$ cat src/rtl/assert_macros.svh
// Assertion helpers for the ranger's modules; only erm_back uses them.
// Each use expects signals named clock and reset in the enclosing scope.
`ifndef ASSERT_MACROS_SVH
`define ASSERT_MACROS_SVH

// Check a property on every clock, ignored while reset is high
`define ASSERT_CLK(label, prop, msg) \
   label: assert property (@(posedge clock) disable iff (reset) (prop)) \
      else $error(msg);

// Check that a condition in one cycle implies another in the next cycle
`define ASSERT_NEXT(label, pre, post, msg) \
   label: assert property (@(posedge clock) disable iff (reset) (pre) |=> (post)) \
      else $error(msg);

`endif

$ cat src/rtl/erm_pkg.sv
`default_nettype none

package erm_pkg;

   // Field widths
   localparam int SCALE_W     = 16;
   localparam int DIST_W      = 16;
   localparam int DIGIT_W     = 4;
   localparam int BYTE_W      = 8;
   localparam int CSR_IDX_W   = 2;
   localparam int CSR_DATA_W  = 16;

   // Parameter defaults
   localparam int COUNT_WIDTH_DEF     = 16;
   localparam int MAX_FRAME_BYTES_DEF = 20;

   // Depth of the queue between front and back
   localparam int QUEUE_DEPTH = 4;

   // Digit split: values up to the display limit, reciprocal multiply
   localparam int DIGIT_LIMIT = 999;
   localparam int DISP_W      = 10;
   localparam int HUND        = 100;
   localparam int TEN         = 10;
   localparam int HUND_RECIP  = 41;
   localparam int HUND_SHIFT  = 12;
   localparam int HPROD_W     = 16;
   localparam int REM_W       = 7;
   localparam int TEN_RECIP   = 205;
   localparam int TEN_SHIFT   = 11;
   localparam int TPROD_W     = 15;

   // Register reset values
   localparam logic [SCALE_W-1:0] SCALE_RESET = 16'd151;
   localparam logic [DIST_W-1:0]  FAR_RESET   = 16'd200;
   localparam logic [DIST_W-1:0]  NEAR_RESET  = 16'd100;

   typedef enum logic [CSR_IDX_W-1:0] {
      CSR_SCALE = 2'd0,
      CSR_MODE  = 2'd1,
      CSR_FAR   = 2'd2,
      CSR_NEAR  = 2'd3
   } csr_index_type;

   typedef enum logic [1:0] {
      MODE_NONE   = 2'd0,
      MODE_FAR    = 2'd1,
      MODE_MIDDLE = 2'd2,
      MODE_NEAR   = 2'd3
   } alert_mode_type;

   typedef enum logic [1:0] {
      SEL_FAR    = 2'd0,
      SEL_MIDDLE = 2'd1,
      SEL_NEAR   = 2'd2
   } alert_sel_type;

   typedef struct packed {
      logic [SCALE_W-1:0] scale_q16;
      alert_mode_type     alert_mode;
      logic [DIST_W-1:0]  far_threshold;
      logic [DIST_W-1:0]  near_threshold;
   } cfg_type;

   // Voice frame ROM
   localparam int ROM_SLOTS   = 20;
   localparam int ROM_IDX_W   = 5;
   localparam int FRAME_LEN_W = 6;
   localparam logic [FRAME_LEN_W-1:0] FAR_LEN    = 6'd20;
   localparam logic [FRAME_LEN_W-1:0] MIDDLE_LEN = 6'd20;
   localparam logic [FRAME_LEN_W-1:0] NEAR_LEN   = 6'd14;

   localparam logic [BYTE_W-1:0] FAR_FRAME [ROM_SLOTS] = '{
      8'hFD, 8'h00, 8'h11, 8'h01, 8'h01, 8'h73, 8'h6F, 8'h75, 8'h6E, 8'h64,
      8'h6B, 8'hB4, 8'hF3, 8'hD3, 8'hDA, 8'hC1, 8'hBD, 8'hC3, 8'hD7, 8'hC2
   };
   localparam logic [BYTE_W-1:0] MIDDLE_FRAME [ROM_SLOTS] = '{
      8'hFD, 8'h00, 8'h11, 8'h01, 8'h01, 8'h73, 8'h6F, 8'h75, 8'h6E, 8'h64,
      8'h6B, 8'hB4, 8'hF3, 8'hD3, 8'hDA, 8'hD2, 8'hBB, 8'hC3, 8'hD7, 8'hD7
   };
   localparam logic [BYTE_W-1:0] NEAR_FRAME [ROM_SLOTS] = '{
      8'hFD, 8'h00, 8'h0B, 8'h01, 8'h01, 8'hD0, 8'hA1, 8'hD3, 8'hDA, 8'hD2,
      8'hBB, 8'hC3, 8'hD7, 8'hF3, 8'h00, 8'h00, 8'h00, 8'h00, 8'h00, 8'h00
   };

   function automatic logic [BYTE_W-1:0] frame_byte(alert_sel_type sel,
                                                     logic [ROM_IDX_W-1:0] idx);
      logic [BYTE_W-1:0] b;
      b = '0;
      if (idx < ROM_IDX_W'(ROM_SLOTS)) begin
         unique case (sel)
            SEL_FAR:    b = FAR_FRAME[idx];
            SEL_MIDDLE: b = MIDDLE_FRAME[idx];
            SEL_NEAR:   b = NEAR_FRAME[idx];
            default:    b = '0;
         endcase
      end
      return b;
   endfunction

   function automatic logic [FRAME_LEN_W-1:0] frame_len(alert_sel_type sel);
      logic [FRAME_LEN_W-1:0] n;
      unique case (sel)
         SEL_FAR:    n = FAR_LEN;
         SEL_MIDDLE: n = MIDDLE_LEN;
         SEL_NEAR:   n = NEAR_LEN;
         default:    n = '0;
      endcase
      return n;
   endfunction

endpackage

`default_nettype wire

$ cat src/rtl/erm_req_if.sv
`default_nettype none

interface erm_req_if;
   logic valid;
   logic ready;
   logic echo_level;

   modport source (output valid, output echo_level, input ready);
   modport sink   (input valid, input echo_level, output ready);
endinterface

`default_nettype wire

$ cat src/rtl/erm_rsp_if.sv
`default_nettype none

interface erm_rsp_if;
   import erm_pkg::*;

   logic                valid;
   logic                ready;
   logic [DIST_W-1:0]   distance_cm;
   logic [DIGIT_W-1:0]  hundreds_digit;
   logic [DIGIT_W-1:0]  tens_digit;
   logic [DIGIT_W-1:0]  units_digit;
   logic [BYTE_W-1:0]   alert_byte;
   logic                alert_valid;
   logic                last;

   modport source (output valid, output distance_cm, output hundreds_digit,
                   output tens_digit, output units_digit, output alert_byte,
                   output alert_valid, output last, input ready);
   modport sink   (input valid, input distance_cm, input hundreds_digit,
                   input tens_digit, input units_digit, input alert_byte,
                   input alert_valid, input last, output ready);
endinterface

`default_nettype wire

$ cat src/rtl/erm_front.sv
`default_nettype none

module erm_front #(
   parameter int COUNT_WIDTH = erm_pkg::COUNT_WIDTH_DEF
) (
   input  wire logic                   clock,
   input  wire logic                   reset,
   erm_req_if.sink                     req,
   input  wire logic                   q_full,
   output logic                        q_push,
   output logic [COUNT_WIDTH-1:0]      q_count
);
   import erm_pkg::*;

   logic                   echo_active_ff, echo_active_in;
   logic [COUNT_WIDTH-1:0] tick_count_ff, tick_count_in;
   logic                   accept;

   // Take a request whenever the queue has room
   assign req.ready = !q_full;
   assign accept    = req.valid && req.ready;

   // Count high ticks, hand the count over on the falling tick
   always_comb begin
      echo_active_in = echo_active_ff;
      tick_count_in  = tick_count_ff;
      q_push         = 1'b0;
      if (accept) begin
         if (req.echo_level) begin
            echo_active_in = 1'b1;
            if (tick_count_ff != '1) begin
               tick_count_in = tick_count_ff + 1'b1;
            end
         end else if (echo_active_ff) begin
            q_push         = 1'b1;
            echo_active_in = 1'b0;
            tick_count_in  = '0;
         end
      end
   end

   assign q_count = tick_count_ff;

   always_ff @(posedge clock) begin
      if (reset) begin
         echo_active_ff <= 1'b0;
         tick_count_ff  <= '0;
      end else begin
         echo_active_ff <= echo_active_in;
         tick_count_ff  <= tick_count_in;
      end
   end

endmodule

`default_nettype wire

$ cat src/rtl/erm_queue.sv
`default_nettype none

module erm_queue #(
   parameter int WIDTH = erm_pkg::COUNT_WIDTH_DEF
) (
   input  wire logic             clock,
   input  wire logic             reset,
   input  wire logic             push,
   input  wire logic [WIDTH-1:0] push_data,
   output logic                  full,
   output logic                  pop_valid,
   output logic [WIDTH-1:0]      pop_data,
   input  wire logic             pop
);
   import erm_pkg::*;

   localparam int PTR_W = (QUEUE_DEPTH > 1) ? $clog2(QUEUE_DEPTH) : 1;
   localparam int CNT_W = $clog2(QUEUE_DEPTH + 1);

   logic [WIDTH-1:0] entry_ff [QUEUE_DEPTH];
   logic [PTR_W-1:0] wr_ptr_ff, wr_ptr_in;
   logic [PTR_W-1:0] rd_ptr_ff, rd_ptr_in;
   logic [CNT_W-1:0] fill_ff, fill_in;
   logic             do_pop;

   assign full      = (fill_ff == CNT_W'(QUEUE_DEPTH));
   assign pop_valid = (fill_ff != '0);
   assign pop_data  = entry_ff[rd_ptr_ff];
   assign do_pop    = pop && pop_valid;

   // Advance the pointers and the fill level
   always_comb begin
      wr_ptr_in = wr_ptr_ff;
      rd_ptr_in = rd_ptr_ff;
      fill_in   = fill_ff;
      if (push) begin
         wr_ptr_in = (wr_ptr_ff == PTR_W'(QUEUE_DEPTH - 1)) ? '0 : wr_ptr_ff + 1'b1;
      end
      if (do_pop) begin
         rd_ptr_in = (rd_ptr_ff == PTR_W'(QUEUE_DEPTH - 1)) ? '0 : rd_ptr_ff + 1'b1;
      end
      if (push && !do_pop) begin
         fill_in = fill_ff + 1'b1;
      end else if (do_pop && !push) begin
         fill_in = fill_ff - 1'b1;
      end
   end

   always_ff @(posedge clock) begin
      if (reset) begin
         wr_ptr_ff <= '0;
         rd_ptr_ff <= '0;
         fill_ff   <= '0;
      end else begin
         wr_ptr_ff <= wr_ptr_in;
         rd_ptr_ff <= rd_ptr_in;
         fill_ff   <= fill_in;
      end
   end

   // Store the pushed count
   always_ff @(posedge clock) begin
      if (push) begin
         entry_ff[wr_ptr_ff] <= push_data;
      end
   end

endmodule

`default_nettype wire

$ cat src/rtl/erm_back.sv
`default_nettype none
`include "assert_macros.svh"

module erm_back #(
   parameter int COUNT_WIDTH     = erm_pkg::COUNT_WIDTH_DEF,
   parameter int MAX_FRAME_BYTES = erm_pkg::MAX_FRAME_BYTES_DEF
) (
   input  wire logic                   clock,
   input  wire logic                   reset,
   input  wire erm_pkg::cfg_type       cfg,
   input  wire logic                   q_valid,
   input  wire logic [COUNT_WIDTH-1:0] q_count,
   output logic                        q_pop,
   erm_rsp_if.source                   rsp
);
   import erm_pkg::*;

   localparam int PROD_W = COUNT_WIDTH + SCALE_W;
   localparam int IDX_W  = $clog2(MAX_FRAME_BYTES);

   // ---------------- stage 1: scale to centimetres ----------------
   logic [PROD_W-1:0]      prod;
   logic [COUNT_WIDTH-1:0] prod_hi;
   logic [DIST_W-1:0]      mul_dist;
   logic                   s1_valid_ff, s1_valid_in;
   logic [DIST_W-1:0]      s1_dist_ff, s1_dist_in;
   logic                   s1_load;

   assign prod    = PROD_W'(q_count) * PROD_W'(cfg.scale_q16);
   assign prod_hi = prod[PROD_W-1:SCALE_W];

   // Saturate when the count is wider than the distance field
   generate
      if (COUNT_WIDTH > DIST_W) begin : g_sat
         assign mul_dist = (|prod_hi[COUNT_WIDTH-1:DIST_W]) ? '1 : prod_hi[DIST_W-1:0];
      end else begin : g_nosat
         assign mul_dist = DIST_W'(prod_hi);
      end
   endgenerate

   // ---------------- stage 2: digits, alert choice, frame walk ----------------
   logic [DISP_W-1:0]      shown;
   logic [HPROD_W-1:0]     h_prod;
   logic [DIGIT_W-1:0]     h_dig;
   logic [DISP_W-1:0]      hund_part;
   logic [REM_W-1:0]       rem;
   logic [TPROD_W-1:0]     t_prod;
   logic [DIGIT_W-1:0]     t_dig;
   logic [DIGIT_W-1:0]     u_dig;
   logic                   alert_c;
   alert_sel_type          sel_c;
   logic [FRAME_LEN_W-1:0] flen;
   logic [FRAME_LEN_W-1:0] lim;

   logic                   rec_valid_ff, rec_valid_in;
   logic [DIST_W-1:0]      rec_dist_ff, rec_dist_in;
   logic [DIGIT_W-1:0]     rec_hund_ff, rec_hund_in;
   logic [DIGIT_W-1:0]     rec_tens_ff, rec_tens_in;
   logic [DIGIT_W-1:0]     rec_units_ff, rec_units_in;
   logic                   rec_alert_ff, rec_alert_in;
   alert_sel_type          rec_sel_ff, rec_sel_in;
   logic [IDX_W-1:0]       rec_last_ff, rec_last_in;
   logic [IDX_W-1:0]       rec_idx_ff, rec_idx_in;

   logic                   emit;
   logic                   is_last;
   logic                   rec_take;

   // Split the shown distance with reciprocal multiplies
   always_comb begin
      shown     = (s1_dist_ff > DIST_W'(DIGIT_LIMIT)) ? '0 : s1_dist_ff[DISP_W-1:0];
      h_prod    = HPROD_W'(shown) * HPROD_W'(HUND_RECIP);
      h_dig     = h_prod[HUND_SHIFT +: DIGIT_W];
      hund_part = DISP_W'(h_dig) * DISP_W'(HUND);
      rem       = REM_W'(shown - hund_part);
      t_prod    = TPROD_W'(rem) * TPROD_W'(TEN_RECIP);
      t_dig     = t_prod[TEN_SHIFT +: DIGIT_W];
      u_dig     = DIGIT_W'(rem - REM_W'(REM_W'(t_dig) * REM_W'(TEN)));
   end

   // Choose the alert frame from the mode and the thresholds
   always_comb begin
      alert_c = 1'b0;
      sel_c   = SEL_FAR;
      unique case (cfg.alert_mode)
         MODE_NONE: begin
            alert_c = 1'b0;
         end
         MODE_FAR: begin
            alert_c = (s1_dist_ff > cfg.far_threshold);
            sel_c   = SEL_FAR;
         end
         MODE_MIDDLE: begin
            alert_c = (s1_dist_ff <= cfg.far_threshold) &&
                      (s1_dist_ff >= cfg.near_threshold);
            sel_c   = SEL_MIDDLE;
         end
         MODE_NEAR: begin
            alert_c = (s1_dist_ff <= cfg.near_threshold);
            sel_c   = SEL_NEAR;
         end
         default: begin
            alert_c = 1'b0;
         end
      endcase
      flen = frame_len(sel_c);
      lim  = (flen > FRAME_LEN_W'(MAX_FRAME_BYTES)) ? FRAME_LEN_W'(MAX_FRAME_BYTES) : flen;
   end

   // Hand shaking between the stages and the output register
   assign emit     = rec_valid_ff && (!rsp.valid || rsp.ready);
   assign is_last  = !rec_alert_ff || (rec_idx_ff == rec_last_ff);
   assign rec_take = !rec_valid_ff || (emit && is_last);
   assign s1_load  = q_valid && (!s1_valid_ff || rec_take);
   assign q_pop    = s1_load;

   // Advance stage 1
   always_comb begin
      s1_valid_in = s1_valid_ff;
      s1_dist_in  = s1_dist_ff;
      if (s1_load) begin
         s1_valid_in = 1'b1;
         s1_dist_in  = mul_dist;
      end else if (rec_take) begin
         s1_valid_in = 1'b0;
      end
   end

   // Load a new record or step through the frame
   always_comb begin
      rec_valid_in = rec_valid_ff;
      rec_dist_in  = rec_dist_ff;
      rec_hund_in  = rec_hund_ff;
      rec_tens_in  = rec_tens_ff;
      rec_units_in = rec_units_ff;
      rec_alert_in = rec_alert_ff;
      rec_sel_in   = rec_sel_ff;
      rec_last_in  = rec_last_ff;
      rec_idx_in   = rec_idx_ff;
      if (rec_take) begin
         rec_valid_in = s1_valid_ff;
         rec_dist_in  = s1_dist_ff;
         rec_hund_in  = h_dig;
         rec_tens_in  = t_dig;
         rec_units_in = u_dig;
         rec_alert_in = alert_c;
         rec_sel_in   = sel_c;
         rec_last_in  = IDX_W'(lim - FRAME_LEN_W'(1));
         rec_idx_in   = '0;
      end else if (emit) begin
         rec_idx_in = rec_idx_ff + 1'b1;
      end
   end

   // ---------------- output register ----------------
   logic               rsp_valid_ff, rsp_valid_in;
   logic [DIST_W-1:0]  out_dist_ff, out_dist_in;
   logic [DIGIT_W-1:0] out_hund_ff, out_hund_in;
   logic [DIGIT_W-1:0] out_tens_ff, out_tens_in;
   logic [DIGIT_W-1:0] out_units_ff, out_units_in;
   logic [BYTE_W-1:0]  out_byte_ff, out_byte_in;
   logic               out_alert_ff, out_alert_in;
   logic               out_last_ff, out_last_in;

   // Hold the result until it is taken
   always_comb begin
      rsp_valid_in = rsp_valid_ff;
      out_dist_in  = out_dist_ff;
      out_hund_in  = out_hund_ff;
      out_tens_in  = out_tens_ff;
      out_units_in = out_units_ff;
      out_byte_in  = out_byte_ff;
      out_alert_in = out_alert_ff;
      out_last_in  = out_last_ff;
      if (emit) begin
         rsp_valid_in = 1'b1;
         out_dist_in  = rec_dist_ff;
         out_hund_in  = rec_hund_ff;
         out_tens_in  = rec_tens_ff;
         out_units_in = rec_units_ff;
         out_byte_in  = rec_alert_ff ? frame_byte(rec_sel_ff, ROM_IDX_W'(rec_idx_ff)) : '0;
         out_alert_in = rec_alert_ff;
         out_last_in  = is_last;
      end else if (rsp.ready) begin
         rsp_valid_in = 1'b0;
      end
   end

   assign rsp.valid          = rsp_valid_ff;
   assign rsp.distance_cm    = out_dist_ff;
   assign rsp.hundreds_digit = out_hund_ff;
   assign rsp.tens_digit     = out_tens_ff;
   assign rsp.units_digit    = out_units_ff;
   assign rsp.alert_byte     = out_byte_ff;
   assign rsp.alert_valid    = out_alert_ff;
   assign rsp.last           = out_last_ff;

   // Control registers
   always_ff @(posedge clock) begin
      if (reset) begin
         s1_valid_ff  <= 1'b0;
         rec_valid_ff <= 1'b0;
         rec_idx_ff   <= '0;
         rsp_valid_ff <= 1'b0;
      end else begin
         s1_valid_ff  <= s1_valid_in;
         rec_valid_ff <= rec_valid_in;
         rec_idx_ff   <= rec_idx_in;
         rsp_valid_ff <= rsp_valid_in;
      end
   end

   // Payload registers
   always_ff @(posedge clock) begin
      s1_dist_ff   <= s1_dist_in;
      rec_dist_ff  <= rec_dist_in;
      rec_hund_ff  <= rec_hund_in;
      rec_tens_ff  <= rec_tens_in;
      rec_units_ff <= rec_units_in;
      rec_alert_ff <= rec_alert_in;
      rec_sel_ff   <= rec_sel_in;
      rec_last_ff  <= rec_last_in;
      out_dist_ff  <= out_dist_in;
      out_hund_ff  <= out_hund_in;
      out_tens_ff  <= out_tens_in;
      out_units_ff <= out_units_in;
      out_byte_ff  <= out_byte_in;
      out_alert_ff <= out_alert_in;
      out_last_ff  <= out_last_in;
   end

   // ---------------- checks ----------------
   `ASSERT_CLK(a_idx_in_frame, !rec_valid_ff || !rec_alert_ff || (rec_idx_ff <= rec_last_ff), "frame index ran past the final byte")
   `ASSERT_CLK(a_digits_decimal, !rec_valid_ff || ((rec_hund_ff <= DIGIT_W'(9)) && (rec_tens_ff <= DIGIT_W'(9)) && (rec_units_ff <= DIGIT_W'(9))), "digit split gave a non-decimal digit")
   `ASSERT_NEXT(a_s1_holds, s1_valid_ff && !rec_take, s1_valid_ff && $stable(s1_dist_ff), "stage 1 lost its distance while stalled")
   `ASSERT_NEXT(a_rec_holds, emit && !is_last, rec_valid_ff, "record dropped before its final byte")

endmodule

`default_nettype wire

$ cat src/rtl/echo_range_meter_with_alert.sv
// Echo range meter with voice alert.
// req_chan carries one timer tick per request, with the sampled echo level.
// While the echo is high the tick count grows (saturating); the first low
// tick after a high stretch closes the measurement. rsp_chan then gives one
// result per byte of the selected alert frame (last on the final byte), or a
// single result with alert_valid low when no alert applies. Distance and
// digits repeat in every result of one measurement.
// Throughput: one request per cycle, and one result per cycle while the
// receiver is ready. Requests are taken every cycle while the four-entry
// measurement queue has room; a long frame or a stalled receiver fills it,
// and req_chan.ready then drops. The first result of a measurement passes
// through the queue, the multiply stage, the frame stage and the output
// register, and waits longer when earlier frames are still being sent.
// Reset (synchronous, high) empties the queue and the pipeline, clears the
// tick counter and sets the registers to their defaults. A stalled receiver
// holds the current result in the output register; nothing is dropped.
// csr_we writes csr_wdata to register csr_index; the user must write only while the block is idle (unenforced).
`default_nettype none

module echo_range_meter_with_alert #(
   parameter int COUNT_WIDTH     = erm_pkg::COUNT_WIDTH_DEF,
   parameter int MAX_FRAME_BYTES = erm_pkg::MAX_FRAME_BYTES_DEF
) (
   input  wire logic                              clock,
   input  wire logic                              reset,
   erm_req_if.sink                                req_chan,
   erm_rsp_if.source                              rsp_chan,
   input  wire logic                              csr_we,
   input  wire logic [erm_pkg::CSR_IDX_W-1:0]     csr_index,
   input  wire logic [erm_pkg::CSR_DATA_W-1:0]    csr_wdata
);
   import erm_pkg::*;

   cfg_type                cfg_ff, cfg_in;
   logic                   q_push;
   logic [COUNT_WIDTH-1:0] q_push_count;
   logic                   q_full;
   logic                   q_valid;
   logic [COUNT_WIDTH-1:0] q_count;
   logic                   q_pop;

   // Decode register writes
   always_comb begin
      cfg_in = cfg_ff;
      if (csr_we) begin
         unique case (csr_index_type'(csr_index))
            CSR_SCALE: cfg_in.scale_q16      = csr_wdata[SCALE_W-1:0];
            CSR_MODE:  cfg_in.alert_mode     = alert_mode_type'(csr_wdata[1:0]);
            CSR_FAR:   cfg_in.far_threshold  = csr_wdata[DIST_W-1:0];
            CSR_NEAR:  cfg_in.near_threshold = csr_wdata[DIST_W-1:0];
            default:   cfg_in = cfg_ff;
         endcase
      end
   end

   always_ff @(posedge clock) begin
      if (reset) begin
         cfg_ff.scale_q16      <= SCALE_RESET;
         cfg_ff.alert_mode     <= MODE_NONE;
         cfg_ff.far_threshold  <= FAR_RESET;
         cfg_ff.near_threshold <= NEAR_RESET;
      end else begin
         cfg_ff <= cfg_in;
      end
   end

   erm_front #(
      .COUNT_WIDTH (COUNT_WIDTH)
   ) u_front (
      .clock   (clock),
      .reset   (reset),
      .req     (req_chan),
      .q_full  (q_full),
      .q_push  (q_push),
      .q_count (q_push_count)
   );

   erm_queue #(
      .WIDTH (COUNT_WIDTH)
   ) u_queue (
      .clock     (clock),
      .reset     (reset),
      .push      (q_push),
      .push_data (q_push_count),
      .full      (q_full),
      .pop_valid (q_valid),
      .pop_data  (q_count),
      .pop       (q_pop)
   );

   erm_back #(
      .COUNT_WIDTH     (COUNT_WIDTH),
      .MAX_FRAME_BYTES (MAX_FRAME_BYTES)
   ) u_back (
      .clock   (clock),
      .reset   (reset),
      .cfg     (cfg_ff),
      .q_valid (q_valid),
      .q_count (q_count),
      .q_pop   (q_pop),
      .rsp     (rsp_chan)
   );

endmodule

`default_nettype wire

$ cat src/flat_wrapper.sv
// flat-port wrapper written by rule: the top's interface ports become plain ports
module echo_range_meter_with_alert_flat import erm_pkg::*;
#(
   parameter int COUNT_WIDTH     = erm_pkg::COUNT_WIDTH_DEF,
   parameter int MAX_FRAME_BYTES = erm_pkg::MAX_FRAME_BYTES_DEF
)
  (clock, reset, csr_we, csr_index, csr_wdata, req_chan_valid, req_chan_echo_level, req_chan_ready, rsp_chan_valid, rsp_chan_distance_cm, rsp_chan_hundreds_digit, rsp_chan_tens_digit, rsp_chan_units_digit, rsp_chan_alert_byte, rsp_chan_alert_valid, rsp_chan_last, rsp_chan_ready);
  erm_req_if req_chan_i ();
  erm_rsp_if rsp_chan_i ();
  input  wire logic clock;
  input  wire logic reset;
  input  wire logic csr_we;
  input  wire logic [erm_pkg::CSR_IDX_W-1:0] csr_index;
  input  wire logic [erm_pkg::CSR_DATA_W-1:0] csr_wdata;
  input wire logic [$bits(req_chan_i.valid)-1:0] req_chan_valid;
  input wire logic [$bits(req_chan_i.echo_level)-1:0] req_chan_echo_level;
  output wire logic [$bits(req_chan_i.ready)-1:0] req_chan_ready;
  output wire logic [$bits(rsp_chan_i.valid)-1:0] rsp_chan_valid;
  output wire logic [$bits(rsp_chan_i.distance_cm)-1:0] rsp_chan_distance_cm;
  output wire logic [$bits(rsp_chan_i.hundreds_digit)-1:0] rsp_chan_hundreds_digit;
  output wire logic [$bits(rsp_chan_i.tens_digit)-1:0] rsp_chan_tens_digit;
  output wire logic [$bits(rsp_chan_i.units_digit)-1:0] rsp_chan_units_digit;
  output wire logic [$bits(rsp_chan_i.alert_byte)-1:0] rsp_chan_alert_byte;
  output wire logic [$bits(rsp_chan_i.alert_valid)-1:0] rsp_chan_alert_valid;
  output wire logic [$bits(rsp_chan_i.last)-1:0] rsp_chan_last;
  input wire logic [$bits(rsp_chan_i.ready)-1:0] rsp_chan_ready;
  assign req_chan_i.valid = req_chan_valid;
  assign req_chan_i.echo_level = req_chan_echo_level;
  assign req_chan_ready = req_chan_i.ready;
  assign rsp_chan_valid = rsp_chan_i.valid;
  assign rsp_chan_distance_cm = rsp_chan_i.distance_cm;
  assign rsp_chan_hundreds_digit = rsp_chan_i.hundreds_digit;
  assign rsp_chan_tens_digit = rsp_chan_i.tens_digit;
  assign rsp_chan_units_digit = rsp_chan_i.units_digit;
  assign rsp_chan_alert_byte = rsp_chan_i.alert_byte;
  assign rsp_chan_alert_valid = rsp_chan_i.alert_valid;
  assign rsp_chan_last = rsp_chan_i.last;
  assign rsp_chan_i.ready = rsp_chan_ready;
  echo_range_meter_with_alert #(.COUNT_WIDTH(COUNT_WIDTH), .MAX_FRAME_BYTES(MAX_FRAME_BYTES)) u_core (.clock(clock), .reset(reset), .req_chan(req_chan_i), .rsp_chan(rsp_chan_i), .csr_we(csr_we), .csr_index(csr_index), .csr_wdata(csr_wdata));
endmodule
$ cat config.mk
export PLATFORM = sky130hd
export DESIGN_NAME = echo_range_meter_with_alert_flat
export DESIGN_NICKNAME = d
export VERILOG_FILES = /design/src/rtl/erm_pkg.sv /design/src/rtl/erm_req_if.sv /design/src/rtl/erm_rsp_if.sv /design/src/rtl/erm_front.sv /design/src/rtl/erm_queue.sv /design/src/rtl/erm_back.sv /design/src/rtl/echo_range_meter_with_alert.sv /design/src/flat_wrapper.sv
export VERILOG_INCLUDE_DIRS = /design/src /design/src/rtl
export SDC_FILE = /design/constraint.sdc
export NUM_CORES = 1
export LEC_CHECK = 0
export ABC_AREA = 1
export BUFFER_PORTS_ARGS = -buffer_cell sky130_fd_sc_hd__buf_2
export CAP_MARGIN = 20
export CORE_MARGIN = 3
export CORE_UTILIZATION = 60
export CTS_CLUSTER_DIAMETER = 100
export DETAILED_ROUTE_END_ITERATION = 10
export PLACE_DENSITY = 0.77
export SYNTH_ARGS = -nofsm -noshare
export SYNTH_HDL_FRONTEND = slang
export SYNTH_HIERARCHICAL = 1
export SYNTH_SLANG_ARGS = --single-unit
$ cat constraint.sdc
create_clock -name clock -period 22.6 [get_ports clock]
set_input_delay 4.52 -clock clock [delete_from_list [all_inputs] [get_ports clock]]
set_output_delay 4.52 -clock clock [all_outputs]
set_load 0.01 [all_outputs]
==> results_dict.tcl <==
set metrics [dict create \
    cts_tree "done" \
    core_area_um2 34800 \
    period_minus_slack_ns 9.22 \
    finClkSkew_ns 0.00995 \
    io_buffers 63 \
    routed_wirelength_um 50600 \
    rrSetupSlack_ns 13.38 \
    crit_path_start_kind "flip-flop" \
    worstHoldStart "u_core/u_back/rec_dist_ff[4]$_DFFE_PP_" \
    synth-seq-cells 234 \
    synth_ff_type "edfxtp_1" \
    slowest_delay_ns 0.47 \
    async_flop_share 0 \
    overflow 0 \
    maxCapViolCount 0 \
    fin_nets 3046 \
    worst_pin_slew_ns 1.06 \
    antenna_cells 0 \
    cp.required_ns 22.89 \
    cts_sinks 234 \
    max_slew_margin 0.293 \
    start_util 0.614 \
    crit_top_cell "nand2_1" \
    timing.fmax_mhz 108 \
    cts_setup_buffers 0 \
    syn-num-nets 3028 \
    drc 0 \
    grt_pass1_vias 17178 \
    drive_above_1_share 0.0686 \
    ant_nets 0 \
    synth_edf_count 150 \
    hold_viol 0 \
    path_class "flip-flop to flip-flop" \
    crit_start "u_core/u_back/s1_dist_ff[10]$_DFFE_PP_" \
    critPathMaxFanout 9 \
    num_rows 68 \
    place.gp.congestion 0.945 \
    drt-wirelength-per-cell_um 16.5 \
    fp.dieW_um 195 \
    antenna_found_initial 1 \
    cts_hold_buf 0 \
    status "completed" \
    grt_pass1_wl_um 84400 \
    via_count 16743 \
    syn_inst 2572 \
    postSynthAreaPerCell_um2 8.30 \
    worstReg2RegStart "u_core/u_back/s1_dist_ff[10]$_DFFE_PP_" \
    clk_latency_ns 0.53 \
    die_area_um2 37900 \
    ios 64 \
    worstPathArrival_ns 9.52 \
    die_y_um 195 \
    cp_slowest_cell "fa_1" \
    syn2layout_area_growth_pct 7.28 \
    min_path_cells 0 \
    rsz0062_at_grt "no" \
    fin_crit_sh 0.408 \
    grtUsageTotal 0.272 \
    first_iter_violations 1155 \
    cts_resized 0 \
    cts_buffer_depth 3 \
    cts_made_buffers 27 \
    clk_pin_slew_ns 0.06 \
    dr.pass1.iters 5 \
    yosysSeqAreaShare 0.290 \
    setup_violations 0 \
    holdCritPathClass "flip-flop to flip-flop" \
    yosysUniqueCellTypes 52 \
    cts-root-buf "clkbuf_16" \
    cp-end-kind "flip-flop" \
    grt_max_degree 44 \
    viasPerCell 5.46 \
    yosys_warnings 6 \
    dp.final_hpwl_um 39000 \
    reg2regPathDepth 48 \
    fin_setup_tns_ns 0 \
    synth_area_um2 21400 \
    finalMaxSlewViolations 0 \
    htreeDepth 1 \
]
per-stage QoR:
stage	setup WS [ns]	instances	hold WS, ns	util	cell area (um2)
finish	13.38	3065	0.418	0.658	22900
global route	12.49	3065	0.436	0.658	22900
CTS	13.33	3063	0.419	0.658	22900
detailed placement	13.34	3014	0.405	0.632	22000
global placement	13.62	3014	0.405	0.632	22000
floorplan	14.39	2572	0.400	-	21400
path summary, 6_finish.rpt:
path                                                      to
setup / recovery     u_core/u_back/rec_units_ff[3]$_DFFE_PP_
hold / removal    u_core/u_back/rsp.distance_cm[4]$_DFFE_PP_
hold reg to reg   u_core/u_back/rsp.distance_cm[4]$_DFFE_PP_
setup reg to reg     u_core/u_back/rec_units_ff[3]$_DFFE_PP_
state kept, by name, summed over array words and instances (netlist names), 5 cells and up, named ones only:
signal / cells
u_core/u_back/rec_dist_ff: 16
u_core/u_back/rec_idx_ff: 5
u_core/u_back/rsp.distance_cm: 16
u_core/cfg_ff: 50
u_core/u_queue/entry_ff: 64
u_core/u_back/s1_dist_ff: 16
u_core/u_front/q_count: 16
u_core/u_back/rsp.alert_byte: 8
area by class of cell:
cell class | count | area [um2]
multi-input cells | 1697 | 12700
clock buffers | 39 | 802
clock inverters | 10 | 90.1
well taps | 455 | 569
inverters | 545 | 2050
flip-flops and latches | 234 | 6190
fillers | 2860 | 11900
repair buffers | 85 | 492
synthesized netlist by cell type (4+ instances only):
master    instances  area share
nand2_1         592        0.10
inv_1           536       0.094
nor2_1          225       0.040
ha_1            224        0.13
fa_1            208        0.19
edfxtp_1        150        0.21
a21oi_1         106       0.025
nand3_1          99       0.023
dfxtp_1          84       0.079
clkbuf_1         69       0.012
o21ai_0          50       0.012
o21ai_1          33      0.0077
nand4_1          20      0.0059
buf_2            16      0.0037
o22ai_1          16      0.0047
xor2_1           16      0.0066
nand2_2          11      0.0032
xnor2_1          11      0.0045
nor3_1           10      0.0023
inv_2             8      0.0014
o211ai_1          8      0.0028
a21o_1            6      0.0021
o21bai_1          6      0.0021
buf_4             5      0.0018
buf_6             5      0.0026
a21oi_2           4      0.0016
a31oi_1           4      0.0012
nor2_4            4      0.0021
nor4_1            4      0.0012
critical path, delay by kind of cell, from the launching register on:
| family | cells | cell delay [ns] |
|---|---|---|
| compound gates | 6 | 1.21 |
| xor+xnor | 1 | 0.18 |
| fa+ha+maj | 13 | 4.43 |
| buf+inv | 6 | 0.35 |
| flops | 1 | 0.44 |
| simple gates | 22 | 2.35 |
layer usage:
layer	track usage	vias up	part of all wire
met4	0.0891	2	0.035
met2	0.466	580	0.48
met5	0	-	0.00032
met1	0.358	8005	0.41
li1	-	8021	-
met3	0.0406	135	0.067
placed cells by master (no fill, tap or decap), types with 5 or more instances in the layout:
cell type,synthesis,layout
buf_4,5,20
xor2_1,16,16
inv_1,536,536
dfxtp_1,84,84
clkbuf_8,0,6
nand3_1,99,99
buf_2,16,63
a21oi_1,106,106
inv_2,8,8
xnor2_1,11,11
a21o_1,6,6
clkbuf_16,0,28
o21ai_0,50,50
nand2_1,592,592
nand4_1,20,20
o21bai_1,6,6
nor3_1,10,10
fa_1,208,208
o22ai_2,0,6
nor2_1,225,225
o211ai_1,8,8
o22ai_1,16,10
ha_1,224,224
clkbuf_1,69,5
o21ai_1,33,33
nand2_2,11,11
edfxtp_1,150,150
cells by family after synthesis:
kind of cell,synth area share
DFF,0.290
and+or+nand+nor,0.190
xor gates and xnor gates,0.0111
AOI/OAI and AO/OA,0.0671
adders and majority gates,0.326
buffers and inverters,0.116
Power is left out: the tool's default activity adds up to more than one toggle a clock period on the data nets, which glitch-free logic cannot reach.
